==> src/rtl/fcsm_pkg.sv <==
// fcsm_pkg: shared widths, command bytes, codes and types of the flash command core
// no dependencies
package fcsm_pkg;

   localparam int unsigned OFF_W        = 17;
   localparam int unsigned BYTE_W       = 8;
   localparam int unsigned STATUS_W     = 4;
   localparam int unsigned CSR_IDX_W    = 2;
   localparam int unsigned CSR_W        = 17;
   localparam int unsigned REQ_TDATA_W  = 32;
   localparam int unsigned RSP_TDATA_W  = 16;

   localparam logic [BYTE_W-1:0] CMD_RESET   = 8'hF0;
   localparam logic [BYTE_W-1:0] CMD_UNLOCK1 = 8'hAA;
   localparam logic [BYTE_W-1:0] CMD_UNLOCK2 = 8'h55;
   localparam logic [BYTE_W-1:0] CMD_PROGRAM = 8'hA0;
   localparam logic [BYTE_W-1:0] CMD_ERASE   = 8'h80;
   localparam logic [BYTE_W-1:0] CMD_CONFIRM = 8'h30;
   localparam logic [BYTE_W-1:0] ERASED_BYTE = 8'hFF;

   localparam logic [OFF_W-1:0] UNLOCK_A_RESET = 17'd21845;
   localparam logic [OFF_W-1:0] UNLOCK_B_RESET = 17'd10922;

   localparam logic [CSR_IDX_W-1:0] CSR_UNLOCK_A = 2'd0;
   localparam logic [CSR_IDX_W-1:0] CSR_UNLOCK_B = 2'd1;
   localparam logic [CSR_IDX_W-1:0] CSR_PROTECT  = 2'd2;

   typedef enum logic [2:0] {
      PH_READ          = 3'd0,
      PH_UNLOCK2       = 3'd1,
      PH_COMMAND       = 3'd2,
      PH_PROGRAM       = 3'd3,
      PH_ERASE_UNLOCK1 = 3'd4,
      PH_ERASE_UNLOCK2 = 3'd5,
      PH_ERASE_CONFIRM = 3'd6
   } phase_type;

   typedef enum logic [STATUS_W-1:0] {
      ST_OK                 = 4'd0,
      ST_NO_UNLOCK          = 4'd1,
      ST_BAD_UNLOCK2        = 4'd2,
      ST_WRONG_CMD_ADDR     = 4'd3,
      ST_BAD_CMD            = 4'd4,
      ST_PROTECTED          = 4'd5,
      ST_BAD_ERASE_UNLOCK1  = 4'd6,
      ST_BAD_ERASE_UNLOCK2  = 4'd7,
      ST_BAD_ERASE_CMD      = 4'd8
   } status_type;

   typedef enum logic [1:0] {
      SW_IDLE = 2'd0,
      SW_FIND = 2'd1,
      SW_FILL = 2'd2
   } sweep_state_type;

   typedef struct packed {
      logic       in_range;
      logic       prog_we;
      logic       erase_start;
      status_type status;
   } cmd_dec_type;

   typedef struct packed {
      logic busy;
      logic fill;
   } sweep_status_type;

endpackage

==> src/rtl/fcsm_sweep.sv <==
// fcsm_sweep: fill sequencer, clears the whole array after reset and one sector on erase
// depends on fcsm_pkg
module fcsm_sweep #(
   parameter int unsigned FLASH_BYTES  = 131072,
   parameter int unsigned SECTOR_BYTES = 16384
) (
   input  logic                               clock,
   input  logic                               reset,
   input  logic                               start,
   input  logic [fcsm_pkg::OFF_W-1:0]         target,
   output fcsm_pkg::sweep_status_type         status,
   output logic [$clog2(FLASH_BYTES)-1:0]     addr
);
   import fcsm_pkg::*;

   localparam int unsigned ADDR_W  = $clog2(FLASH_BYTES);
   localparam int unsigned RANGE_W = (ADDR_W + 1 > OFF_W) ? ADDR_W + 1 : OFF_W;
   localparam int unsigned SUM_W   = RANGE_W + 1;

   sweep_state_type  state_ff, state_in;
   logic [SUM_W-1:0] base_ff, base_in;
   logic [SUM_W-1:0] end_ff, end_in;
   logic [SUM_W-1:0] target_ff, target_in;
   logic [SUM_W-1:0] next_sector;
   logic [SUM_W-1:0] next_addr;

   always_comb begin
      state_in    = state_ff;
      base_in     = base_ff;
      end_in      = end_ff;
      target_in   = target_ff;
      next_sector = base_ff + SUM_W'(SECTOR_BYTES);
      next_addr   = base_ff + SUM_W'(1);
      unique case (state_ff)
         SW_IDLE: begin
            if (start) begin
               state_in  = SW_FIND;
               base_in   = '0;
               target_in = SUM_W'(target);
            end
         end
         SW_FIND: begin
            // step the sector base up until it covers the confirm offset
            if (next_sector <= target_ff) begin
               base_in = next_sector;
            end else begin
               state_in = SW_FILL;
               end_in   = (next_sector > SUM_W'(FLASH_BYTES)) ?
                          SUM_W'(FLASH_BYTES) : next_sector;
            end
         end
         SW_FILL: begin
            base_in = next_addr;
            if (next_addr == end_ff) begin
               state_in = SW_IDLE;
            end
         end
         default: begin
            state_in = SW_IDLE;
         end
      endcase
   end

   always_ff @(posedge clock) begin
      if (reset) begin
         state_ff  <= SW_FILL;
         base_ff   <= '0;
         end_ff    <= SUM_W'(FLASH_BYTES);
         target_ff <= '0;
      end else begin
         state_ff  <= state_in;
         base_ff   <= base_in;
         end_ff    <= end_in;
         target_ff <= target_in;
      end
   end

   assign status.busy = (state_ff != SW_IDLE);
   assign status.fill = (state_ff == SW_FILL);
   assign addr        = base_ff[ADDR_W-1:0];

endmodule

==> config.mk <==
export PLATFORM = sky130hd
export DESIGN_NAME = fcsm_sweep
export DESIGN_NICKNAME = d
export VERILOG_FILES = /design/src/rtl/fcsm_pkg.sv /design/src/rtl/fcsm_sweep.sv
export SDC_FILE = /design/constraint.sdc
export NUM_CORES = 1
export LEC_CHECK = 0
export BUFFER_PORTS_ARGS = -buffer_cell sky130_fd_sc_hd__clkbuf_2
export CAP_MARGIN = 0
export CORE_ASPECT_RATIO = 2
export CORE_UTILIZATION = 45
export DETAILED_ROUTE_END_ITERATION = 6
export HOLD_SLACK_MARGIN = 0.03
export MAX_ROUTING_LAYER = met4
export PLACE_DENSITY = 0.68
export REMOVE_ABC_BUFFERS = 1
export SLEW_MARGIN = 10
export SYNTH_ARGS = -nofsm -noshare
export SYNTH_HDL_FRONTEND = slang
export SYNTH_SLANG_ARGS = --single-unit
==> constraint.sdc <==
create_clock -name clock -period 3.75 [get_ports clock]
set_clock_uncertainty 0.05 [all_clocks]
set_input_delay 0.375 -clock clock [delete_from_list [all_inputs] [get_ports clock]]
set_output_delay 0.375 -clock clock [all_outputs]
set_load 0.01 [all_outputs]
==> flow_summary.yaml <==
worst_setup_path:
  cp_max_fo: 23
  rrSetupSlack_ns: 0.37
  end_kind: "register"
  critical_path_class: "register to register"
  cp.required_ns: 3.89
  start_kind: "register"
  arrival_ns: 3.52
clock_network:
  clk_pin_slew_ns: 0.05
  numCtsBuffers: 9
  clkLatencyLatePin_ns: 0.33
  h-tree-depth: 3
  clock_sinks: 57
  clock_path_buffers: 2
  cts_root_buf: "clkbuf_16"
  holdBufCountCts: 0
  cts_tree: "yes"
synth:
  yosys-top-cells-area: "dfxtp_1 30%, a21oi_1 8.8%, ha_1 8.4%"
  ys_seq_area_frac: 0.2960
  ys_warn_count: 0
  post_synth_instance_area_sq_um: 3855
  ys.flop_type: "dfxtp_1"
  ys_ff_latch: 57
  yosysTopAreaCell: "dfxtp_1"
  netlist_instances: 514
  async_reset_ff_frac: 0
  ys_types: 49
  synth_top_area_frac: 0.2960
  synth.avg_cell_area_sq_um: 7.500
  synth_edf_count: 0
die:
  start_util: 0.4649
  chipHeight_um: 132.9
  die_w_um: 67.45
  core_area_sq_um: 8292
  ios: 39
  die-area_sq_um: 8963
  fp-row-count: 47
timing:
  rsz0062_at_grt: "no"
  layout_setup_ws_ns: 0.3728
  finalCritPeriodShare: 0.9006
  fmax_mhz: 296.1
  finalSetupTns_ns: 0
  setup_viol: 0
  hold_viol: 0
  drv_slew: 0
  min_period_ns: 3.377
  tightest_slew_ns: 0.6584
  relSlewSlack: 0.5605
detailed_routing:
  wl_um: 10700
  antenna_left: 0
  drt-wirelength-per-cell_um: 17.18
  first_pass_iters: 7
  viasPerCell: 5.870
  drt_iter0_markers: 226
  drc_errors: 0
  vias: 3657
pwr:
  vdd_drop_max_mv: 0.3417
  power.density_nw_per_um2: 481.2
  power_leakage_nw: 1.691
  total_power_w: 0.002054
finish:
  most-common-layout-cells: "68 x nand2_1, 68 x a21oi_1, 57 x dfxtp_1, 38 x clkbuf_2, 29 x inv_1"
  drive_above_1_share: 0.1448
  fin_nets: 569
  antennaDiodeCount: 0
  syn_to_final_growth_pct: 10.74
  stdcell_area_sq_um: 4269
placed_design:
  routabilityCongestion: 0.9656
  dp_hpwl_um: 7806
  pre_cts_slack_ns: 0.2786
  placed_area_sq_um: 3998
  portBuffers: 38
flow_run:
  cap_viol_max_count: 0
global_routing:
  first_global_vias: 3533
  grt_max_degree: 59
  antenna_found_initial: 0
  grt_first_pass_wirelength_um: 17080
  grt.overflow.total: 0
  grt_use_total: 0.2649
status:
  outcome: "finished, final reports clean"
hold_path:
  hold_class: "input port to register"
## cells in the mapped netlist, types with 2 or more instances
master,number
a31oi_1,6
o21ai_0,24
nand3b_1,2
inv_1,29
nand4_1,9
a211oi_1,5
nor2_1,22
o31ai_1,5
or3_1,5
or4_1,8
clkbuf_1,29
and3_1,5
a21o_1,3
a31o_2,3
o21a_1,3
nand2_1,68
and4_1,3
o2111ai_1,2
buf_4,19
nor3b_1,5
xor2_1,8
a21oi_1,68
ha_1,26
xnor2_1,16
mux2i_1,4
nor2b_1,2
nor3_1,12
nand4b_1,3
nand3_1,26
nor4_1,9
or2_2,2
nand2b_1,4
dfxtp_1,57
buf_2,7
## where the power goes
group | total, W | internal [W] | switching (W)
logic | 0.000632 | 0.000234 | 0.000398
registers | 0.000667 | 0.000641 | 0.0000261
clock network | 0.000754 | 0.000489 | 0.000266
## state kept, by name, summed over array words and instances, names as in the netlist
name,count
base_ff,19
state_ff,2
target_ff,17
end_ff,19
## through the flow
step,hold slack (ns),cells,util
after floorplan,0.3763,458,-
after global placement,0.3914,610,0.4821
after detailed placement,0.3989,610,0.4821
after CTS,0.2180,623,0.5147
after global routing,0.2192,623,0.5149
final,0.2160,623,0.5149
## path summary, 6_finish.rpt
path | start | to | cells past startpoint
max | base_ff[14]$_SDFFE_PP0P_ | base_ff[17]$_SDFFE_PP0P_ | 10
min | target[5] | target_ff[5]$_SDFFE_PP0P_ | 3
max reg2reg | base_ff[14]$_SDFFE_PP0P_ | base_ff[17]$_SDFFE_PP0P_ | 10
min reg2reg | target_ff[3]$_SDFFE_PP0P_ | target_ff[3]$_SDFFE_PP0P_ | 2
## critical path, cell delays in order, from the launching register on
cell and delay, ns:
dfxtp_1 0.60, ha_1 0.34, xor2_1 0.38, ha_1 0.34
a211oi_1 0.20, o21ai_0 0.13, a211oi_1 0.26, a21oi_1 0.19
o21a_2 0.40, o21ai_0 0.24, a21oi_1 0.09
## kinds of logic after synthesis
group	synth area share
AO/OA/AOI/OAI	0.1967
XOR/XNOR	0.06037
AND/OR/NAND/NOR	0.2486
flip-flops	0.2960
multiplexers	0.01039
buffers and inverters	0.1035
adder cells (fa/ha/maj)	0.08439
## layer usage
layer | vias up | part of all wire | global-route usage
met4 | 0 | 0.060 | 0.1738
li1 | 1807 | - | -
met2 | 120 | 0.52 | 0.4350
met5 | - | 0 | -
met3 | 40 | 0.044 | 0.05517
met1 | 1690 | 0.37 | 0.2725
## layout make-up
class                      count  area [sq um]
fill                         828          4023
multi-input combinational    372          2316
sequential                    57          1141
timing repair buffer          54         310.3
clock buffer                  13         270.3
tap                           98         122.6
inverter                      29         108.9
## what timing repair did
item                       CTS  global route
setup endpoints to repair    0             6
buffers inserted             0             0
hold endpoints to repair     0             0
resized for setup            0             1
Note: power is estimated with default switching activity, not from simulation.
