[config.mk]
export PLATFORM = sky130hd
export DESIGN_NAME = fcsm_cmd
export DESIGN_NICKNAME = d
export VERILOG_FILES = /design/src/rtl/fcsm_pkg.sv /design/src/rtl/fcsm_cmd.sv
export SDC_FILE = /design/constraint.sdc
export NUM_CORES = 1
export LEC_CHECK = 0
export ABC_AREA = 1
export BUFFER_PORTS_ARGS = -buffer_cell sky130_fd_sc_hd__buf_2
export CORE_MARGIN = 10
export CORE_UTILIZATION = 30
export CTS_BUF_LIST = sky130_fd_sc_hd__clkbuf_4 sky130_fd_sc_hd__clkbuf_8
export CTS_CLUSTER_SIZE = 25
export DETAILED_ROUTE_END_ITERATION = 16
export PLACE_DENSITY = 0.7
export SLEW_MARGIN = 20
export SYNTH_ARGS = -nofsm -noshare
export SYNTH_HDL_FRONTEND = slang
export SYNTH_SLANG_ARGS = --single-unit
export TNS_END_PERCENT = 1
[constraint.sdc]
create_clock -name clock -period 1.7 [get_ports clock]
set_input_delay 0 -clock clock [delete_from_list [all_inputs] [get_ports clock]]
set_output_delay 0 -clock clock [all_outputs]
set_load 0.01 [all_outputs]
[src/rtl/fcsm_pkg.sv]
// fcsm_pkg: shared widths, command bytes, codes and types of the flash command core
// no dependencies
package fcsm_pkg;

   localparam int unsigned OFF_W        = 17;
   localparam int unsigned BYTE_W       = 8;
   localparam int unsigned STATUS_W     = 4;
   localparam int unsigned CSR_IDX_W    = 2;
   localparam int unsigned CSR_W        = 17;
   localparam int unsigned REQ_TDATA_W  = 32;
   localparam int unsigned RSP_TDATA_W  = 16;

   localparam logic [BYTE_W-1:0] CMD_RESET   = 8'hF0;
   localparam logic [BYTE_W-1:0] CMD_UNLOCK1 = 8'hAA;
   localparam logic [BYTE_W-1:0] CMD_UNLOCK2 = 8'h55;
   localparam logic [BYTE_W-1:0] CMD_PROGRAM = 8'hA0;
   localparam logic [BYTE_W-1:0] CMD_ERASE   = 8'h80;
   localparam logic [BYTE_W-1:0] CMD_CONFIRM = 8'h30;
   localparam logic [BYTE_W-1:0] ERASED_BYTE = 8'hFF;

   localparam logic [OFF_W-1:0] UNLOCK_A_RESET = 17'd21845;
   localparam logic [OFF_W-1:0] UNLOCK_B_RESET = 17'd10922;

   localparam logic [CSR_IDX_W-1:0] CSR_UNLOCK_A = 2'd0;
   localparam logic [CSR_IDX_W-1:0] CSR_UNLOCK_B = 2'd1;
   localparam logic [CSR_IDX_W-1:0] CSR_PROTECT  = 2'd2;

   typedef enum logic [2:0] {
      PH_READ          = 3'd0,
      PH_UNLOCK2       = 3'd1,
      PH_COMMAND       = 3'd2,
      PH_PROGRAM       = 3'd3,
      PH_ERASE_UNLOCK1 = 3'd4,
      PH_ERASE_UNLOCK2 = 3'd5,
      PH_ERASE_CONFIRM = 3'd6
   } phase_type;

   typedef enum logic [STATUS_W-1:0] {
      ST_OK                 = 4'd0,
      ST_NO_UNLOCK          = 4'd1,
      ST_BAD_UNLOCK2        = 4'd2,
      ST_WRONG_CMD_ADDR     = 4'd3,
      ST_BAD_CMD            = 4'd4,
      ST_PROTECTED          = 4'd5,
      ST_BAD_ERASE_UNLOCK1  = 4'd6,
      ST_BAD_ERASE_UNLOCK2  = 4'd7,
      ST_BAD_ERASE_CMD      = 4'd8
   } status_type;

   typedef enum logic [1:0] {
      SW_IDLE = 2'd0,
      SW_FIND = 2'd1,
      SW_FILL = 2'd2
   } sweep_state_type;

   typedef struct packed {
      logic       in_range;
      logic       prog_we;
      logic       erase_start;
      status_type status;
   } cmd_dec_type;

   typedef struct packed {
      logic busy;
      logic fill;
   } sweep_status_type;

endpackage

[src/rtl/fcsm_cmd.sv]
// fcsm_cmd: command phase register and decode of one write beat
// depends on fcsm_pkg
module fcsm_cmd #(
   parameter int unsigned FLASH_BYTES = 131072
) (
   input  logic                        clock,
   input  logic                        reset,
   input  logic                        step,
   input  logic                        action,
   input  logic [fcsm_pkg::OFF_W-1:0]  offset,
   input  logic [fcsm_pkg::BYTE_W-1:0] write_data,
   input  logic [fcsm_pkg::OFF_W-1:0]  unlock_a,
   input  logic [fcsm_pkg::OFF_W-1:0]  unlock_b,
   input  logic                        write_protect,
   output fcsm_pkg::cmd_dec_type       dec
);
   import fcsm_pkg::*;

   localparam int unsigned ADDR_W  = $clog2(FLASH_BYTES);
   localparam int unsigned RANGE_W = (ADDR_W + 1 > OFF_W) ? ADDR_W + 1 : OFF_W;

   phase_type phase_ff;
   phase_type phase_in;

   always_comb begin
      phase_in        = phase_ff;
      dec.in_range    = (RANGE_W'(offset) < RANGE_W'(FLASH_BYTES));
      dec.prog_we     = 1'b0;
      dec.erase_start = 1'b0;
      dec.status      = ST_OK;
      if (action && dec.in_range) begin
         if (write_data == CMD_RESET && phase_ff != PH_PROGRAM) begin
            phase_in = PH_READ;
         end else begin
            unique case (phase_ff)
               PH_UNLOCK2: begin
                  if (offset == unlock_b && write_data == CMD_UNLOCK2) begin
                     phase_in = PH_COMMAND;
                  end else begin
                     phase_in   = PH_READ;
                     dec.status = ST_BAD_UNLOCK2;
                  end
               end
               PH_COMMAND: begin
                  if (offset != unlock_a) begin
                     phase_in   = PH_READ;
                     dec.status = ST_WRONG_CMD_ADDR;
                  end else if (write_data == CMD_PROGRAM) begin
                     phase_in = PH_PROGRAM;
                  end else if (write_data == CMD_ERASE) begin
                     phase_in = PH_ERASE_UNLOCK1;
                  end else begin
                     phase_in   = PH_READ;
                     dec.status = ST_BAD_CMD;
                  end
               end
               PH_PROGRAM: begin
                  phase_in = PH_READ;
                  if (write_protect) begin
                     dec.status = ST_PROTECTED;
                  end else begin
                     dec.prog_we = 1'b1;
                  end
               end
               PH_ERASE_UNLOCK1: begin
                  if (offset == unlock_a && write_data == CMD_UNLOCK1) begin
                     phase_in = PH_ERASE_UNLOCK2;
                  end else begin
                     phase_in   = PH_READ;
                     dec.status = ST_BAD_ERASE_UNLOCK1;
                  end
               end
               PH_ERASE_UNLOCK2: begin
                  if (offset == unlock_b && write_data == CMD_UNLOCK2) begin
                     phase_in = PH_ERASE_CONFIRM;
                  end else begin
                     phase_in   = PH_READ;
                     dec.status = ST_BAD_ERASE_UNLOCK2;
                  end
               end
               PH_ERASE_CONFIRM: begin
                  phase_in = PH_READ;
                  if (write_protect) begin
                     dec.status = ST_PROTECTED;
                  end else if (write_data != CMD_CONFIRM) begin
                     dec.status = ST_BAD_ERASE_CMD;
                  end else begin
                     dec.erase_start = 1'b1;
                  end
               end
               default: begin
                  if (offset == unlock_a && write_data == CMD_UNLOCK1) begin
                     phase_in = PH_UNLOCK2;
                  end else begin
                     phase_in   = PH_READ;
                     dec.status = ST_NO_UNLOCK;
                  end
               end
            endcase
         end
      end
   end

   always_ff @(posedge clock) begin
      if (reset) begin
         phase_ff <= PH_READ;
      end else if (step) begin
         phase_ff <= phase_in;
      end
   end

endmodule

==> flow_summary.yaml, run 1 <==
outcome:
  status: "finished clean"
clocking:
  cts.repair.resized: 0
  htreeDepth: 1
  cts_hold_buffers: 1
  clk_root_buffer_cell: "clkbuf_4"
  numClockSinks: 3
  clk_latency_ns: 0.22
  clk_pin_slew_ns: 0.04
  number_of_setup_buffers_added_after_cts: 0
  num_cts_buffers: 3
  cts_tree: "done"
  clock_path_buffers: 2
detailed_routing:
  avgRoutedWirePerCell_um: 10.7
  drtAntennaViolNets: 0
  num_vias: 1186
  routed_via_density: 4.22
  drt_drc_violations_left: 0
  drtPass1Iterations: 4
  routed_wirelength_um: 3000
  dr.first_iter.drc_count: 44
logic_synthesis:
  synth.distinct_cells: 27
  ys.warnings.count: 0
  synthDominantAreaCellType: "nand2_1"
  netlist_area_sq_um: 941
  synth-main-ff-cell: "dfxtp_1"
  synthesis.nets: 228
  synth-async-reset-ratio_pct: 0
  ys_top_cells_by_count: "nand2_1 (44), nor2_1 (27), xnor2_1 (17)"
  syn_area_per_cell_sq_um: 5.74
  top_cells_by_area_synth: "nand2_1 (18%), xnor2_1 (16%), nor2_1 (11%)"
  synth_seq_area_share_pct: 6.38
  synth_enable_flop_cells: 0
  synth_top_area_share_pct: 17.6
  syn_inst: 164
  synth_most_common_cell: "nand2_1"
  synth_seq_cells: 3
timing:
  post-route-period-util_pct: 89.6
  setup_viol: 0
  maxClockFrequency_ghz: 0.656
  report.final.hold_viol_count: 0
  setup_tns_ns: 0
  post-route-min-period_ns: 1.52
  rsz0062_at_grt: "false"
  final-max-slew-violation-count: 0
  finalClockSkew_ns: 0.000963
placement:
  placement.io_buffers: 69
  gp_congestion: 0.809
  detailed_place_hpwl_um: 2810
cells_and_area:
  flow.area_growth_from_synthesis_pct: 46.0
  design.final.nets: 302
  antenna-diode-count: 0
  utilization_pct: 45.4
  registers.top_by_ff_count: "phase_ff"
  largest_register_ff_count: 3
  final_layout_size_suffix_gt1_share_pct: 36.7
  top_regs: "phase_ff: 3 flops"
power_and_ir_drop:
  power.density_mw_per_mm2: 308
  vdd_drop_max_mv: 0.172
  leakage_nw: 0.686
die:
  die_h_um: 76.0
  core-area_sq_mm: 0.00303
  design.die.area_sq_mm: 0.00578
  initial_core_util_pct: 31.1
  ios: 71
  fp-row-count: 20
  die_width_um: 76.0
grt:
  first_global_vias: 1266
  grt_pass1_wl_um: 5150
  globalRouteOverflowTotal: 0
  grt_use_total_pct: 10.1
  antenna_found_initial: 0
  grt_start_max_net_pins: 7
worst_setup_path:
  worstPathBufferInverterCount: 2
  criticalPathCategory: "flop to primary output"
  max_stage_delay_ns: 0.37
  timing.critical_path.from_type: "flop"
  crit_path_top_delay_cell: "dfxtp_1"
  worst_path_most_repeated_cell: "nor2_1"
  cell_by_cell_trace_of_the_critical_path: "inv_2, nand2_1, nor2_1, o21ai_0, nand3_1, a21oi_1, nor2_1, buf_2"
  worst-endpoint-arrival_ns: 1.52
  cp-end-kind: "primary output"
  crit_family: "simple AND/OR/NAND/NOR gates"
  cp_data_required_time_ns: 1.70
  crit_path_max_fanout: 4
min_path:
  min-delay-path-class: "input port to flop"
flow_run:
  cap_violations: 0
[worst register-to-register path, stage by stage (launching register included)]
cell and delay, ns:
dfxtp_1 0.49, inv_2 0.09, o21ai_1 0.26, nand4_1 0.16, nand3_1 0.11, nand2_1 0.06, a21oi_2 0.10
[kinds of logic (layout without fill, tap and decap cells)]
| group | after synthesis | in the layout | share of synthesized area [%] |
|---|---|---|---|
| buffers and inverters | 20 | 93 | 8.38 |
| AND/OR/NAND/NOR | 102 | 102 | 52.4 |
| other | 1 | 1 | 0.399 |
| flip-flops | 3 | 3 | 6.38 |
| XOR/XNOR | 28 | 28 | 26.1 |
| AO/OA/AOI/OAI | 10 | 10 | 6.38 |
[power by group]
group	switching (mW)	leakage [nW]	total [mW]	internal, mW
clock	0.0331	0.0184	0.137	0.104
sequential	0.000000000376	0.0241	0.0708	0.0708
combinational	0.103	0.644	0.215	0.112
[metal layers]
metal / vias up / GRT usage [%] / part of all wire (%)
li1: 671 / - / -
met1: 482 / 10.1 / 42
met2: 31 / 20.1 / 51
met3: 2 / 2.71 / 5.8
met4: 0 / 2.27 / 0.83
met5: - / 0 / 0
[through the flow]
| stage | setup WS (ns) | hold WS [ns] | cell area [sq um] | power, mW | instances |
|---|---|---|---|---|---|
| floorplan | 0.517 | 0.0624 | 941 | 0.179 | 164 |
| global placement | 0.422 | 0.205 | 1330 | 0.284 | 276 |
| detailed placement | 0.375 | 0.210 | 1330 | 0.287 | 276 |
| CTS | 0.168 | 0.112 | 1370 | 0.432 | 281 |
| global route | 0.0257 | 0.164 | 1370 | 0.470 | 281 |
| finish | 0.177 | 0.115 | 1370 | 0.423 | 281 |
[final cells by class]
cell class / count / area [sq um]
multi-input combinational: 141 / 802
timing repair buffer: 70 / 355
tap: 44 / 55.1
clock buffer: 4 / 30.0
sequential: 3 / 60.1
fill: 335 / 1650
inverter: 19 / 71.3
[layout by cell type, fill, tap and decap left out, drive strengths merged, types with 2 or more instances in the layout]
cell type / count
a21oi: 5
a31oi: 2
buf: 69
clkbuf: 4
dfxtp: 3
inv: 19
nand2: 44
nand3: 9
nand4: 9
nor2: 32
nor3: 4
nor4: 2
o21ai: 3
xnor2: 17
xor2: 11
[path summary, 6_finish.rpt]
path	startpoint	end	slack (ns)	cells after the start
setup / recovery	phase_ff[0]	dec[2]	0.18	8
hold / removal	step	phase_ff[2]	0.11	4
setup reg to reg	phase_ff[2]	phase_ff[0]	0.38	6
hold reg to reg	phase_ff[1]	phase_ff[1]	0.52	2
Power figures use the tool's default switching activity.
==> run 2, diff against run 1 <==
--- a/config.mk
+++ b/config.mk
@@ -12,7 +12,7 @@
 export CTS_BUF_LIST = sky130_fd_sc_hd__clkbuf_4 sky130_fd_sc_hd__clkbuf_8
 export CTS_CLUSTER_SIZE = 25
 export DETAILED_ROUTE_END_ITERATION = 16
-export PLACE_DENSITY = 0.7
+export PLACE_DENSITY = 0.61
 export SLEW_MARGIN = 20
 export SYNTH_ARGS = -nofsm -noshare
 export SYNTH_HDL_FRONTEND = slang
==> flow_summary.yaml, run 2 (same netlist as run 1, synthesis figures left out) <==
outcome:
  status: "finished clean"
timing:
  maxClockFrequency_ghz: 0.670
  rsz0062_at_grt: "false"
  report.final.hold_viol_count: 0
  post-route-min-period_ns: 1.49
  setup_viol: 0
  setup_tns_ns: 0
  finalClockSkew_ns: 0.00270
  final-max-slew-violation-count: 0
  post-route-period-util_pct: 87.8
detailed_routing:
  routed_via_density: 4.28
  drt_drc_violations_left: 0
  drtPass1Iterations: 4
  avgRoutedWirePerCell_um: 10.8
  drtAntennaViolNets: 0
  routed_wirelength_um: 3030
  num_vias: 1202
  dr.first_iter.drc_count: 53
die:
  ios: 71
  die_h_um: 76.0
  core-area_sq_mm: 0.00303
  die_width_um: 76.0
  initial_core_util_pct: 31.1
  design.die.area_sq_mm: 0.00578
  fp-row-count: 20
clocking:
  num_cts_buffers: 3
  numClockSinks: 3
  htreeDepth: 1
  clock_path_buffers: 2
  number_of_setup_buffers_added_after_cts: 0
  clk_pin_slew_ns: 0.04
  cts_tree: "done"
  clk_latency_ns: 0.23
  clk_root_buffer_cell: "clkbuf_4"
cells_and_area:
  layout.cells.most_common_list: "buf_2 (69), nand2_1 (44), nor2_1 (27)"
  largest_register_ff_count: 3
  layout.cells.non_filler: 281
  design.final.nets: 302
  layout.cells.most_common: "buf_2"
  final_layout_size_suffix_gt1_share_pct: 36.7
  flow.area_growth_from_synthesis_pct: 46.0
  area.sequential_sq_um: 60.1
  antenna-diode-count: 0
  top_regs: "phase_ff: 3 flops"
  n_fill_cell: 351
  registers.top_by_ff_count: "phase_ff"
  multiInputGateArea_sq_um: 802
grt:
  globalRouteOverflowTotal: 0
  first_global_vias: 1240
  grt_use_total_pct: 10.4
  antenna_found_initial: 0
  grt_start_max_net_pins: 7
  grt_pass1_wl_um: 5260
min_path:
  min-delay-path-class: "input port to flop"
  worst_hold_startpoint: "step"
  whs_endpoint: "phase_ff[2]"
  hold-path-cell-count: 4
power_and_ir_drop:
  leakage_nw: 0.686
  vdd_drop_max_mv: 0.126
  power.density_mw_per_mm2: 309
placement:
  gp_congestion: 0.806
  place_inst: 276
  placement.io_buffers: 69
  detailed_place_hpwl_um: 2780
worst_setup_path:
  worst_path_most_repeated_cell: "nor2_1"
  timing.critical_path.from_type: "flop"
  cp-end-kind: "primary output"
  criticalPathCategory: "flop to primary output"
  crit_path_max_fanout: 4
  cp_data_required_time_ns: 1.70
  crit_path_top_delay_cell: "dfxtp_1"
  timing.rr.start: "phase_ff[2]"
  regToRegEndpoint: "phase_ff[0]"
  timing.reg2reg.worst_path_depth: 6
  worst-endpoint-arrival_ns: 1.49
  r2r_slack_ns: 0.41
  max_stage_delay_ns: 0.38
  cell_by_cell_trace_of_the_critical_path: "inv_2, nand2_1, nor2_1, o21ai_1, nand3_1, a21oi_1, nor2_1, buf_2"
flow_run:
  cap_violations: 0
## run 2: cell types whose count changed in the layout (fill, tap and decap cells not counted)
cell and delta:
o21ai_0 -1, o21ai_1 +1
## run 2: worst max-delay path by stage
stage / cells past startpoint / startpoint / slack, ns / end
5_1_grt: 7 / phase_ff[1] / 0.04 / dec[1]
2_1_floorplan: 6 / phase_ff[2] / 0.52 / phase_ff[0]
4_1_cts: 8 / phase_ff[0] / 0.14 / dec[2]
6_report: 8 / phase_ff[0] / 0.21 / dec[2]
3_5_place_dp: 6 / phase_ff[2] / 0.40 / phase_ff[0]
3_3_place_gp: 8 / phase_ff[0] / 0.41 / dec[2]
## run 2: layout make-up
| cell class | instances | share of cell area [%] |
|---|---|---|
| Clock buffer | 4 | 2.19 |
| Inverter | 19 | 5.19 |
| Multi-Input combinational cell | 141 | 58.4 |
| Sequential cell | 3 | 4.37 |
| Tap cell | 44 | 4.01 |
| Timing Repair Buffer | 70 | 25.9 |
## run 2: critical path, delay by kind of cell, from the launching register on
family	cells	cell delay [ns]
flip-flops	1	0.38
AND/OR/NAND/NOR	4	0.41
AO/OA/AOI/OAI	2	0.29
buffers and inverters	2	0.18
## run 2: layer usage
layer,up-vias,part of all wire [%],global-route usage [%]
met1,501,40,11.1
met4,0,0.53,3.41
li1,669,-,-
met3,2,5.2,2.48
met2,30,54,19.5
met5,-,0,0
## run 2: what timing repair did
item	4_1_cts	5_1_grt
hold buffers	1	0
endpoints found under the hold margin	3	0
endpoints found under the setup margin	0	1
resized for setup	0	1
## run 2: where the power goes
group          switching [mW]  internal, mW  leakage [nW]
Combinational           0.102         0.112         0.644
Sequential     0.000000000401        0.0708        0.0241
Clock                  0.0346         0.104        0.0184
## run 2: metrics by stage
| step | power [mW] | hold WS, ns | util [%] | setup slack (ns) | instance area (sq um) |
|---|---|---|---|---|---|
| global placement | 0.285 | 0.207 | 44.0 | 0.410 | 1330 |
| floorplan | 0.179 | 0.0624 | - | 0.517 | 941 |
| detailed placement | 0.286 | 0.205 | 44.0 | 0.396 | 1330 |
| finish | 0.424 | 0.138 | 45.4 | 0.208 | 1370 |
| global route | 0.466 | 0.187 | 45.4 | 0.0361 | 1370 |
| CTS | 0.433 | 0.135 | 45.4 | 0.138 | 1370 |
